`src/sv/crlf_pkg.sv`:
```
// ----------------------------------------------------------------------------
// crlf_pkg: shared types and constants
// Character codes, register indexes and the per-word step result passed
// from the conversion logic to the top level.
// ----------------------------------------------------------------------------
package crlf_pkg;

  // character codes
  localparam logic [7:0] CH_CR  = 8'h0D;
  localparam logic [7:0] CH_LF  = 8'h0A;
  localparam logic [7:0] CH_DOT = 8'h2E;

  // configuration register indexes
  localparam logic REG_DIRECTION = 1'b0;
  localparam logic REG_DOT_MODE  = 1'b1;

  // direction codes
  localparam logic DIR_ENCODE = 1'b0;
  localparam logic DIR_DECODE = 1'b1;

  // outcome of one input word: up to two output words and the next flags
  typedef struct packed {
    logic [1:0] count;
    logic [7:0] byte0;
    logic [7:0] byte1;
    logic       cr_pending_next;
    logic       line_start_next;
  } step_t;

endpackage

```
`src/sv/crlf_dot_stuffing_filter.sv`:
```
// ----------------------------------------------------------------------------
// crlf_dot_stuffing_filter: line ending converter with dot stuffing
// Byte stream filter converting LF to CRLF or back, with optional
// doubling or removal of a dot that starts a line.
// ----------------------------------------------------------------------------
// Each input word is a byte and gives zero, one or two output words; the
// last output word of a byte carries last. An input word sits in one
// register while the conversion logic feeds the result register one word
// per cycle when the result register is free; the byte leaves with its
// last output word, or at once if it gives none. With a free output side
// the sustained rate is one byte per cycle for plain text. A new byte is
// taken in the cycle the previous one finishes. Mode registers are to be
// written only while the block is idle; the block does not enforce this.
// A CR held back in decode mode at the end of a stream stays held.
module crlf_dot_stuffing_filter (
  input  logic       clk,
  input  logic       rst,
  // configuration
  input  logic       cfg_write,
  input  logic       cfg_index,
  input  logic       cfg_data,
  // input channel
  input  logic       data_valid,
  output logic       data_stall,
  input  logic [7:0] data_byte,
  // result channel
  output logic       result_valid,
  input  logic       result_stall,
  output logic [7:0] out_byte,
  output logic       last
);
  import crlf_pkg::*;

  logic       direction;
  logic       dot_mode;
  logic       cr_pending;
  logic       line_start;
  logic       in_full;
  logic [7:0] in_byte;
  logic       phase;
  step_t      step;
  logic       out_free;
  logic       emit;
  logic       emit_last;
  logic [7:0] emit_byte;
  logic       consume;
  logic       accept;

  // mode registers
  always_ff @(posedge clk) begin
    if (rst) begin
      direction <= DIR_ENCODE;
      dot_mode  <= 1'b0;
    end else if (cfg_write) begin
      case (cfg_index)
        REG_DIRECTION: direction <= cfg_data;
        REG_DOT_MODE:  dot_mode  <= cfg_data;
        default:       ;
      endcase
    end
  end

  // conversion logic
  crlf_step u_step (
    .direction  (direction),
    .dot_mode   (dot_mode),
    .cr_pending (cr_pending),
    .line_start (line_start),
    .data_byte  (in_byte),
    .step       (step)
  );

  // sequencing of the one or two output words
  assign emit_last = (step.count == 2'd1) || phase;
  assign emit_byte = phase ? step.byte1 : step.byte0;
  assign emit      = in_full && (step.count != 2'd0) && out_free;
  assign consume   = in_full && ((step.count == 2'd0) || (out_free && emit_last));
  assign data_stall = in_full && !consume;
  assign accept    = data_valid && !data_stall;

  // input register
  always_ff @(posedge clk) begin
    if (rst) begin
      in_full <= 1'b0;
    end else if (accept || consume) begin
      in_full <= accept;
    end
  end

  always_ff @(posedge clk) begin
    if (accept) begin
      in_byte <= data_byte;
    end
  end

  // word phase within the current byte
  always_ff @(posedge clk) begin
    if (rst) begin
      phase <= 1'b0;
    end else if (consume) begin
      phase <= 1'b0;
    end else if (emit) begin
      phase <= 1'b1;
    end
  end

  // stream flags, updated as each byte completes
  always_ff @(posedge clk) begin
    if (rst) begin
      cr_pending <= 1'b0;
      line_start <= 1'b1;
    end else if (consume) begin
      cr_pending <= step.cr_pending_next;
      line_start <= step.line_start_next;
    end
  end

  // result register
  crlf_out_reg u_out (
    .clk          (clk),
    .rst          (rst),
    .load         (emit),
    .load_byte    (emit_byte),
    .load_last    (emit_last),
    .result_stall (result_stall),
    .result_valid (result_valid),
    .out_byte     (out_byte),
    .last         (last),
    .free         (out_free)
  );

  // second word only exists for a held byte that expands to two
  a_phase_two: assert property (@(posedge clk) disable iff (rst)
    phase |-> (in_full && step.count == 2'd2))
    else $error("second word phase without a two-word byte");

  // an empty input register never stalls the input side
  a_no_stall_empty: assert property (@(posedge clk) disable iff (rst)
    !in_full |-> !data_stall)
    else $error("input stalled with empty input register");

  // a completed byte leaves the phase clear
  a_phase_clear: assert property (@(posedge clk) disable iff (rst)
    consume |=> !phase)
    else $error("phase not cleared after byte completed");

  // reset puts the stream at a line start with no CR held and the input register empty
  a_reset_flags: assert property (@(posedge clk)
    rst |=> (line_start && !cr_pending && !in_full))
    else $error("flags wrong after reset");

endmodule

```
`src/sv/crlf_step.sv`:
```
// ----------------------------------------------------------------------------
// crlf_step: conversion logic for one word
// Works out the output words and the next flag values for one input
// byte, given the current flags and mode registers.
// ----------------------------------------------------------------------------
module crlf_step (
  input  logic           direction,
  input  logic           dot_mode,
  input  logic           cr_pending,
  input  logic           line_start,
  input  logic [7:0]     data_byte,
  output crlf_pkg::step_t step
);
  import crlf_pkg::*;

  logic is_cr;
  logic is_lf;
  logic lead_dot;

  assign is_cr    = (data_byte == CH_CR);
  assign is_lf    = (data_byte == CH_LF);
  assign lead_dot = dot_mode && (data_byte == CH_DOT) && line_start;

  always_comb begin
    step.count           = 2'd1;
    step.byte0           = data_byte;
    step.byte1           = data_byte;
    step.cr_pending_next = 1'b0;
    step.line_start_next = 1'b0;
    if (direction == DIR_ENCODE) begin
      if (is_cr) begin
        // CR passes through, remembered for a following LF
        step.cr_pending_next = 1'b1;
        step.line_start_next = line_start;
      end else if (is_lf) begin
        // bare LF gets a CR in front
        step.line_start_next = 1'b1;
        if (!cr_pending) begin
          step.count = 2'd2;
          step.byte0 = CH_CR;
        end
      end else if (lead_dot) begin
        // dot at line start is doubled
        step.count = 2'd2;
      end
    end else begin
      if (is_cr) begin
        // hold the new CR, release an older one
        step.count           = cr_pending ? 2'd1 : 2'd0;
        step.byte0           = CH_CR;
        step.cr_pending_next = 1'b1;
      end else if (cr_pending && is_lf) begin
        // CR LF collapses to LF and starts a line
        step.line_start_next = 1'b1;
      end else if (cr_pending) begin
        // held CR goes out ahead of this byte, unless the byte is a dropped dot
        step.byte0 = CH_CR;
        step.count = lead_dot ? 2'd1 : 2'd2;
      end else begin
        step.count = lead_dot ? 2'd0 : 2'd1;
      end
    end
  end

endmodule

```
`src/sv/crlf_out_reg.sv`:
```
// ----------------------------------------------------------------------------
// crlf_out_reg: result register
// Holds one output word until the downstream side takes it, so the
// conversion logic can load a new word in the cycle the old one leaves.
// ----------------------------------------------------------------------------
module crlf_out_reg (
  input  logic       clk,
  input  logic       rst,
  input  logic       load,
  input  logic [7:0] load_byte,
  input  logic       load_last,
  input  logic       result_stall,
  output logic       result_valid,
  output logic [7:0] out_byte,
  output logic       last,
  output logic       free
);

  // register is free when empty or being drained this cycle
  assign free = !result_valid || !result_stall;

  always_ff @(posedge clk) begin
    if (rst) begin
      result_valid <= 1'b0;
    end else if (free) begin
      result_valid <= load;
    end
  end

  always_ff @(posedge clk) begin
    if (free && load) begin
      out_byte <= load_byte;
      last     <= load_last;
    end
  end

endmodule
```
`config.mk`:
```
export PLATFORM = sky130hd
export DESIGN_NAME = crlf_dot_stuffing_filter
export DESIGN_NICKNAME = d
export VERILOG_FILES = /design/src/sv/crlf_pkg.sv /design/src/sv/crlf_dot_stuffing_filter.sv /design/src/sv/crlf_step.sv /design/src/sv/crlf_out_reg.sv
export SDC_FILE = /design/constraint.sdc
export NUM_CORES = 1
export LEC_CHECK = 0
export ABC_CLOCK_PERIOD_IN_PS = 3250
export BUFFER_PORTS_ARGS = -buffer_cell sky130_fd_sc_hd__buf_4
export CAP_MARGIN = 20
export CORE_MARGIN = 2
export CORE_UTILIZATION = 45
export DETAILED_ROUTE_END_ITERATION = 8
export GPL_ROUTABILITY_DRIVEN = 0
export PLACE_DENSITY = 0.67
export SLEW_MARGIN = 30
export SYNTH_ARGS = -nofsm -noshare
export SYNTH_HDL_FRONTEND = slang
export SYNTH_HIERARCHICAL = 1
export SYNTH_SLANG_ARGS = --single-unit
```
`constraint.sdc`:
```
create_clock -name clk -period 3.25 [get_ports clk]
set_input_delay 0.1625 -clock clk [delete_from_list [all_inputs] [get_ports clk]]
set_output_delay 0.1625 -clock clk [all_outputs]
set_load 0.01 [all_outputs]
```
==> results.txt, run 1 <==
----------------------------------------------------
[Logic synthesis]
  Async set-or-reset flop fraction in the synthesized netlist ... 0%
  Number of storage elements in the synthesis netlist ... 24
  Top-count cell post-synth ... edfxtp_1
  Syn Area/Cell ... 11.6 um^2
  Most common flop cell mapped by yosys ... edfxtp_1
  Share of Yosys cell area claimed by the top area cell type ... 39.2%
  Yosys Warn Count ... 6
  Number of synthesized flops with an enable pin ... 17
  Cell types with the largest area share after synthesis ... edfxtp_1 39%, dfxtp_1 11%, mux2_2 6.9%, buf_4 5.2%, mux2i_1 2.3%
  Cell taking the most area after synthesis ... edfxtp_1
  Portion of the post-synthesis area used by sequential elements ... 50.0%
  Post-synth design cell area ... 1300 um^2
  Top cell types by occurrence after synthesis ... 17 x edfxtp_1, 9 x buf_4, 8 x inv_1, 8 x mux2_2, 8 x nor2_1
  Post-Syn Nets ... 128
  Count of unique library cells instantiated by Yosys ... 43
  Number of standard cells after synthesis ... 112

[GRT]
  Global-route wire length before repair ... 3640 um
  All-Layer GR Usage ... 14.2%
  Global-route congestion overflow total ... 0
  Via count of the first global-routing pass ... 828
  Number of antenna violations at the first check in global routing ... 0
  Maximum number of pins on one net before global-route repair ... 15

[Timing]
  Slew at the pin closest to its max-slew limit ... 0.480 ns
  Post-route clock skew ... 0.000968 ns
  Crit path time final ... 2.83 ns
  Final setup TNS ... 0 ns
  Max Transition Viols Final ... 0
  Setup-violating endpoint count in the final report ... 0
  Max transition margin ... 67.9%
  Tcrit/Tclk final ... 87.1%
  Highest achievable clock rate ... 353 MHz
  Slack of the critical path ... 0.418 ns
  Setup repair after global routing missed its margin ... false
  Final hold violations ... 0

[Power and ir drop]
  Power per cell area ... 416 nW/um^2
  Pwr Total ... 0.654 mW
  Standby leakage power ... 0.637 nW
  Maximum vdd ir drop ... 0.000305 V

[Place]
  Port Buffers ... 25
  Worst-case setup slack after placement ... 0.427 ns
  Dpl cell area ... 1460 um^2
  HPWL after DPL ... 1690 um

[Floorplanning]
  Die height ... 57.8 um
  Die Outline Area ... 3340 um^2
  Horizontal die dimension ... 57.8 um
  Core area ... 2760 um^2
  Placement row count ... 19
  Initial standard-cell utilization of the core ... 47.2%
  Top-Level Pins ... 26

[Worst setup path]
  Capturing element type of the critical path ... flop
  Capture point of the worst reg-to-reg path ... in_byte[4]$_DFFE_PP_
  Worst reg2reg startpoint ... in_byte[0]$_DFFE_PP_
  Critical path launch point ... in_byte[0]$_DFFE_PP_
  Crit path kind ... flop to flop
  Crit path max fanout ... 8
  Capturing element of the worst setup path ... in_byte[4]$_DFFE_PP_
  Required time at the worst-slack endpoint ... 3.25 ns
  FF-to-FF path depth ... 8
  Setup crit start kind ... flop
  Flop-to-flop setup slack ... 0.42 ns
  CP Data Arrival Time ... 2.83 ns

[Min path]
  Path type of the worst min-delay path ... input pin to flop

[Final layout]
  Post-layout nets ... 154
  Number of fillers in the final layout ... 234
  Number of inserted diodes ... 0
  Reg area ... 651 um^2
  Post-route core utilization ... 57.0%
  Post-route standard cell area excluding fillers ... 1570 um^2
  Fraction of layout cells with a size suffix above 1 ... 33.6%
  Area used by multi-input combinational logic ... 546 um^2
  Syn-to-layout area delta ... 20.7%

[Detailed routing]
  First-pass DRT Iterations ... 4
  Residual DRC ... 0
  Final ANT Viol Nets ... 0
  DR iter-0 viols ... 20
  Routed wire per std cell ... 13.6 um
  Total number of vias ... 918
  Number of vias per cell ... 5.46
  Routed wire length ... 2290 um

[CTS]
  Clk slew on worst S/H paths ... 0.13 ns
  CTS buffer count ... 3
  Clock latency reported for the late side of the worst-skew pair ... 0.31 ns
  H-tree level count ... 1
  TritonCTS clock tree ... yes
  Setup Fix Bufs, Post-CTS ... 0
  Number of clock sinks seen by CTS ... 24
  Clock Path Buffers ... 2
  Clock root buffer ... clkbuf_4

[Job]
  Number of maximum-capacitance constraint violations ... 0

[Run status]
  Status ... complete, no violations

----------------------------------------------------
-- state kept, by name, summed over array words and instances (netlist names) --
signal / count
in_byte: 8
direction: 1
dot_mode: 1
cr_pending: 1
u_out/out_byte: 8
u_out/result_valid: 1
in_full: 1
line_start: 1
u_out/last: 1
phase: 1
-- kinds of logic (layout without fill, tap and decap cells) --
| logic type | after synthesis | in the layout | share of synthesized area, % |
|---|---|---|---|
| AND/OR/NAND/NOR | 38 | 38 | 20.1 |
| flip-flops | 24 | 24 | 50.0 |
| AO/OA/AOI/OAI | 19 | 19 | 11.6 |
| buffers and inverters | 19 | 44 | 8.16 |
| multiplexers | 11 | 11 | 9.22 |
| adder cells (fa/ha/maj) | 1 | 1 | 0.960 |
-- power breakdown --
group / internal, mW / leakage (nW) / switching (mW) / total [mW]
logic: 0.0462 / 0.392 / 0.0320 / 0.0782
clock network: 0.125 / 0.0279 / 0.0886 / 0.213
registers: 0.347 / 0.218 / 0.0157 / 0.363
-- metrics by stage --
stage | hold WS [ns] | std cells
6_report | 0.0246 | 168
3_3_place_gp | 0.341 | 158
4_1_cts | 0.00803 | 162
3_5_place_dp | 0.342 | 158
5_1_grt | 0.00520 | 168
2_1_floorplan | 0.232 | 112
-- per-layer routing --
| layer | vias up | GRT usage [%] | wire length, um |
|---|---|---|---|
| met4 | 0 | 5.98 | 21 |
| met5 | - | 0 | 0 |
| met2 | 26 | 23.9 | 1120 |
| met3 | 2 | 2.01 | 117 |
| li1 | 459 | - | - |
| met1 | 431 | 18.2 | 1030 |
-- timing repair --
action / CTS / global route
endpoints found under the hold margin: 0 / 6
resized for setup: 0 / 0
hold buffers: 0 / 6
-- layout make-up --
cell class | instances | share of cell area (%)
Sequential cell | 24 | 41.4
Multi-Input combinational cell | 69 | 34.7
Timing Repair Buffer | 32 | 16.2
Tap cell | 31 | 2.47
Clock inverter | 1 | 1.91
Inverter | 8 | 1.91
Clock buffer | 3 | 1.43
-- cell usage in the layout (no fill, tap or decap), types with 2 or more instances in the layout --
master         netlist  layout
nand2_1              5       5
mux2_2               8       8
a21oi_1              3       3
inv_1                8       8
nand2b_1             4       4
nor2_1               8       8
and2_1               3       3
dlygate4sd3_1        0       6
and4_1               2       2
mux2i_1              3       3
nand3_1              2       2
clkbuf_4             0       3
o211a_1              2       2
dfxtp_1              7       7
nor3_1               2       2
buf_4                9      26
edfxtp_1            17      17
o2111ai_1            2       2
-- worst min-delay path by stage --
stage	from	slack (ns)	cells past startpoint	to
after floorplan	rst	0.23	1	dot_mode$_SDFFE_PP0P_
after global placement	data_byte[1]	0.34	1	in_byte[1]$_DFFE_PP_
after detailed placement	data_byte[3]	0.34	1	in_byte[3]$_DFFE_PP_
after CTS	data_byte[3]	0.008	1	in_byte[3]$_DFFE_PP_
after global routing	data_byte[1]	0.005	1	in_byte[1]$_DFFE_PP_
final	data_byte[1]	0.02	1	in_byte[1]$_DFFE_PP_
-- critical path, cell delays in order (launching register included) --
cell      delay (ns)
edfxtp_1        0.48
nor2b_1         0.43
nand3_1         0.16
ha_1            0.30
o311ai_1        0.07
o211ai_1        0.17
o21ba_2         0.27
o21ai_0         0.26
and2_1          0.39
No activity file was read; power rests on OpenSTA's default activity.
==> run 2, diff against run 1 <==
- PLACE_DENSITY: 0.67 -> not set
- PLACE_DENSITY_LB_ADDON: not set -> 0.3
==> run 2 against run 1 <==
Compared with the run above:
- die area is the same
- highest routed layer unchanged
- sequential share of layout area is 0.52 points lower
- hold slack improved by 0.036 ns
- final area rose by 1.3%
- sequential power barely moved
- largest cell class unchanged
==> results.txt, run 2 (synthesis gave the netlist of run 1 again) <==
----------------------------------------------------
[Run status]
  Status ... complete, no violations

[Place]
  HPWL after DPL ... 1730 um (+2.4%)
  Port Buffers ... 25 (unchanged)
  Cell total after placement ... 158 (unchanged)
  Worst-case setup slack after placement ... 0.440 ns (+0.0137 ns)
  Dpl cell area ... 1460 um^2 (unchanged)

[Worst setup path]
  Critical path launch point ... in_byte[0]$_DFFE_PP_
  Capturing element type of the critical path ... output pin
  CP Data Arrival Time ... 2.71 ns (-0.12 ns)
  Setup crit start kind ... flop
  Required time at the worst-slack endpoint ... 3.09 ns (-0.16 ns)
  Crit path kind ... flop to output pin
  Worst reg2reg startpoint ... in_byte[0]$_DFFE_PP_
  Crit path max fanout ... 6 (-2)

[Floorplanning]
  Die Outline Area ... 3340 um^2 (unchanged)
  Top-Level Pins ... 26 (unchanged)
  Core area ... 2760 um^2 (unchanged)
  Initial standard-cell utilization of the core ... 47.2% (unchanged)
  Placement row count ... 19 (unchanged)
  Die height ... 57.8 um (unchanged)
  Horizontal die dimension ... 57.8 um (unchanged)

[Timing]
  Crit path time final ... 2.87 ns (+0.0425 ns)
  Slack of the critical path ... 0.375 ns (-0.0425 ns)
  Highest achievable clock rate ... 348 MHz (-1.5%)
  Setup-violating endpoint count in the final report ... 0 (unchanged)
  Max Transition Viols Final ... 0 (unchanged)
  Tcrit/Tclk final ... 88.5% (+1.3 points)
  Slew at the pin closest to its max-slew limit ... 0.476 ns (-0.00411 ns)
  Fin Hold WS ... 0.0606 ns (+0.0360 ns)
  Final setup TNS ... 0 ns (unchanged)
  Max transition margin ... 68.1% (+0.15 points)
  Final hold violations ... 0 (unchanged)
  Post-route clock skew ... 0.00362 ns (+0.00266 ns)
  Setup repair after global routing missed its margin ... false

[Detailed routing]
  Residual DRC ... 0 (unchanged)
  Routed wire length ... 2450 um (+7.1%)
  Final ANT Viol Nets ... 0 (unchanged)
  Number of vias per cell ... 5.42 (-0.75%)
  First-pass DRT Iterations ... 4 (unchanged)
  Total number of vias ... 922 (+0.44%)
  DR iter-0 viols ... 31 (+55%)
  Routed wire per std cell ... 14.4 um (+5.9%)

[Power and ir drop]
  Fraction of power spent switching nets ... 21.1% (+0.30 points)
  Power share of the combinational group ... 12.3% (+0.3 points)
  Switching power summed over all nets ... 0.139 mW (+2.2%)
  Pwr Total ... 0.659 mW (+0.73%)
  Maximum vdd ir drop ... 0.000330 V (+8.1%)
  Standby leakage power ... 0.646 nW (+1.3%)
  Power per cell area ... 414 nW/um^2 (-0.53%)
  Clock network power share ... 32.6% (about the same)
  Proportion of power drawn by flip-flops and latches ... 55.1% (-0.4 points)
  Int Pwr ... 0.520 mW (+0.35%)

[Final layout]
  Post-route core utilization ... 57.8% (+0.73 points)
  Post-layout nets ... 156 (+1.3%)
  Post-route standard cell area excluding fillers ... 1590 um^2 (+1.3%)
  Syn-to-layout area delta ... 22.3%
  Commonest cells after routing, fill and taps aside ... 26 x buf_4, 17 x edfxtp_1
  Number of inserted diodes ... 0 (unchanged)
  Fraction of layout cells with a size suffix above 1 ... 33.1% (-0.48 points)
  Commonest non-fill, non-tap cell in the layout ... buf_4
  Post-route non-filler standard cell count ... 170 (+1.2%)
  Largest registers in the final layout ... in_byte (8), u_out/out_byte (8)
  Number of fillers in the final layout ... 241 (+3.0%)

[Min path]
  Hold_sp ... rst
  Path type of the worst min-delay path ... input pin to flop

[GRT]
  Number of antenna violations at the first check in global routing ... 0 (unchanged)
  Global-route congestion overflow total ... 0 (unchanged)
  Global-route wire length before repair ... 4020 um (+10%)
  Met2 track utilization from global routing ... 26.6% (+2.8 points)
  Via count of the first global-routing pass ... 888 (+7.2%)
  Busiest layer in global routing ... met2
  Maximum number of pins on one net before global-route repair ... 15 (unchanged)
  GR Util met3 ... 2.68% (+0.67 points)
  Met1 usage in global routing ... 20.0% (+1.8 points)
  All-Layer GR Usage ... 15.8% (+1.7 points)

[CTS]
  CTS buffer count ... 3 (unchanged)
  TritonCTS clock tree ... yes
  H-tree level count ... 1 (unchanged)
  Number of clock sinks seen by CTS ... 24 (unchanged)
  Number of instances resized during post-cts repair ... 0 (unchanged)
  Clock Path Buffers ... 2 (unchanged)
  Clk slew on worst S/H paths ... 0.13 ns (about the same)
  Clock latency reported for the late side of the worst-skew pair ... 0.32 ns (about the same)
  Clock root buffer ... clkbuf_4

[Job]
  Number of maximum-capacitance constraint violations ... 0 (unchanged)

----------------------------------------------------
## run 2: changes by cell type in the layout (fill, tap and decap cells not counted)
cell / previous run / this run
dlygate4sd3_1: 6 / 8
## run 2: path summary, 6_finish.rpt
check,end,slack [ns],depth (start not counted)
setup / recovery,data_stall,0.38,9
hold / removal,in_full$_SDFFE_PP0P_,0.06,2
setup reg to reg,in_byte[2]$_DFFE_PP_,0.40,8
hold reg to reg,dot_mode$_SDFFE_PP0P_,0.50,2
## run 2: power groups by stage
stage	combinational (mW)	sequential [mW]	clock, mW
2_1_floorplan	0.0484	0.367	0
3_3_place_gp	0.0713	0.369	0
6_report	0.0811	0.363	0.215
4_1_cts	0.0744	0.363	0.219
3_5_place_dp	0.0738	0.370	0
5_1_grt	0.0890	0.366	0.230
## run 2: critical path, cell delays in order, from the launching register on
cell,delay (ns)
edfxtp_1,0.48
nor2b_1,0.41
nand3_1,0.16
ha_1,0.31
o311ai_1,0.08
o211ai_1,0.19
o21ba_2,0.27
o21ai_0,0.27
inv_1,0.07
buf_4,0.15
## run 2: final cells by class
type                    instances  area, um^2  share of cell area (%)
inverters                       8        30.0                    1.89
clock inverters                 1        30.0                    1.89
multi-input cells              69         546                    34.2
flip-flops and latches         24         651                    40.8
well taps                      31        38.8                    2.44
clock buffers                   3        22.5                    1.41
repair buffers                 34         275                    17.3
## run 2: what timing repair did
item	in CTS	in global routing
hold buffers	0	8
setup buffers	0	0
endpoints found under the hold margin	0	8
## run 2: layer usage
metal	routed length [um]	vias to the layer above
met2	1280	30
met4	40	0
met5	0	-
met3	93	4
li1	-	463
met1	1040	425
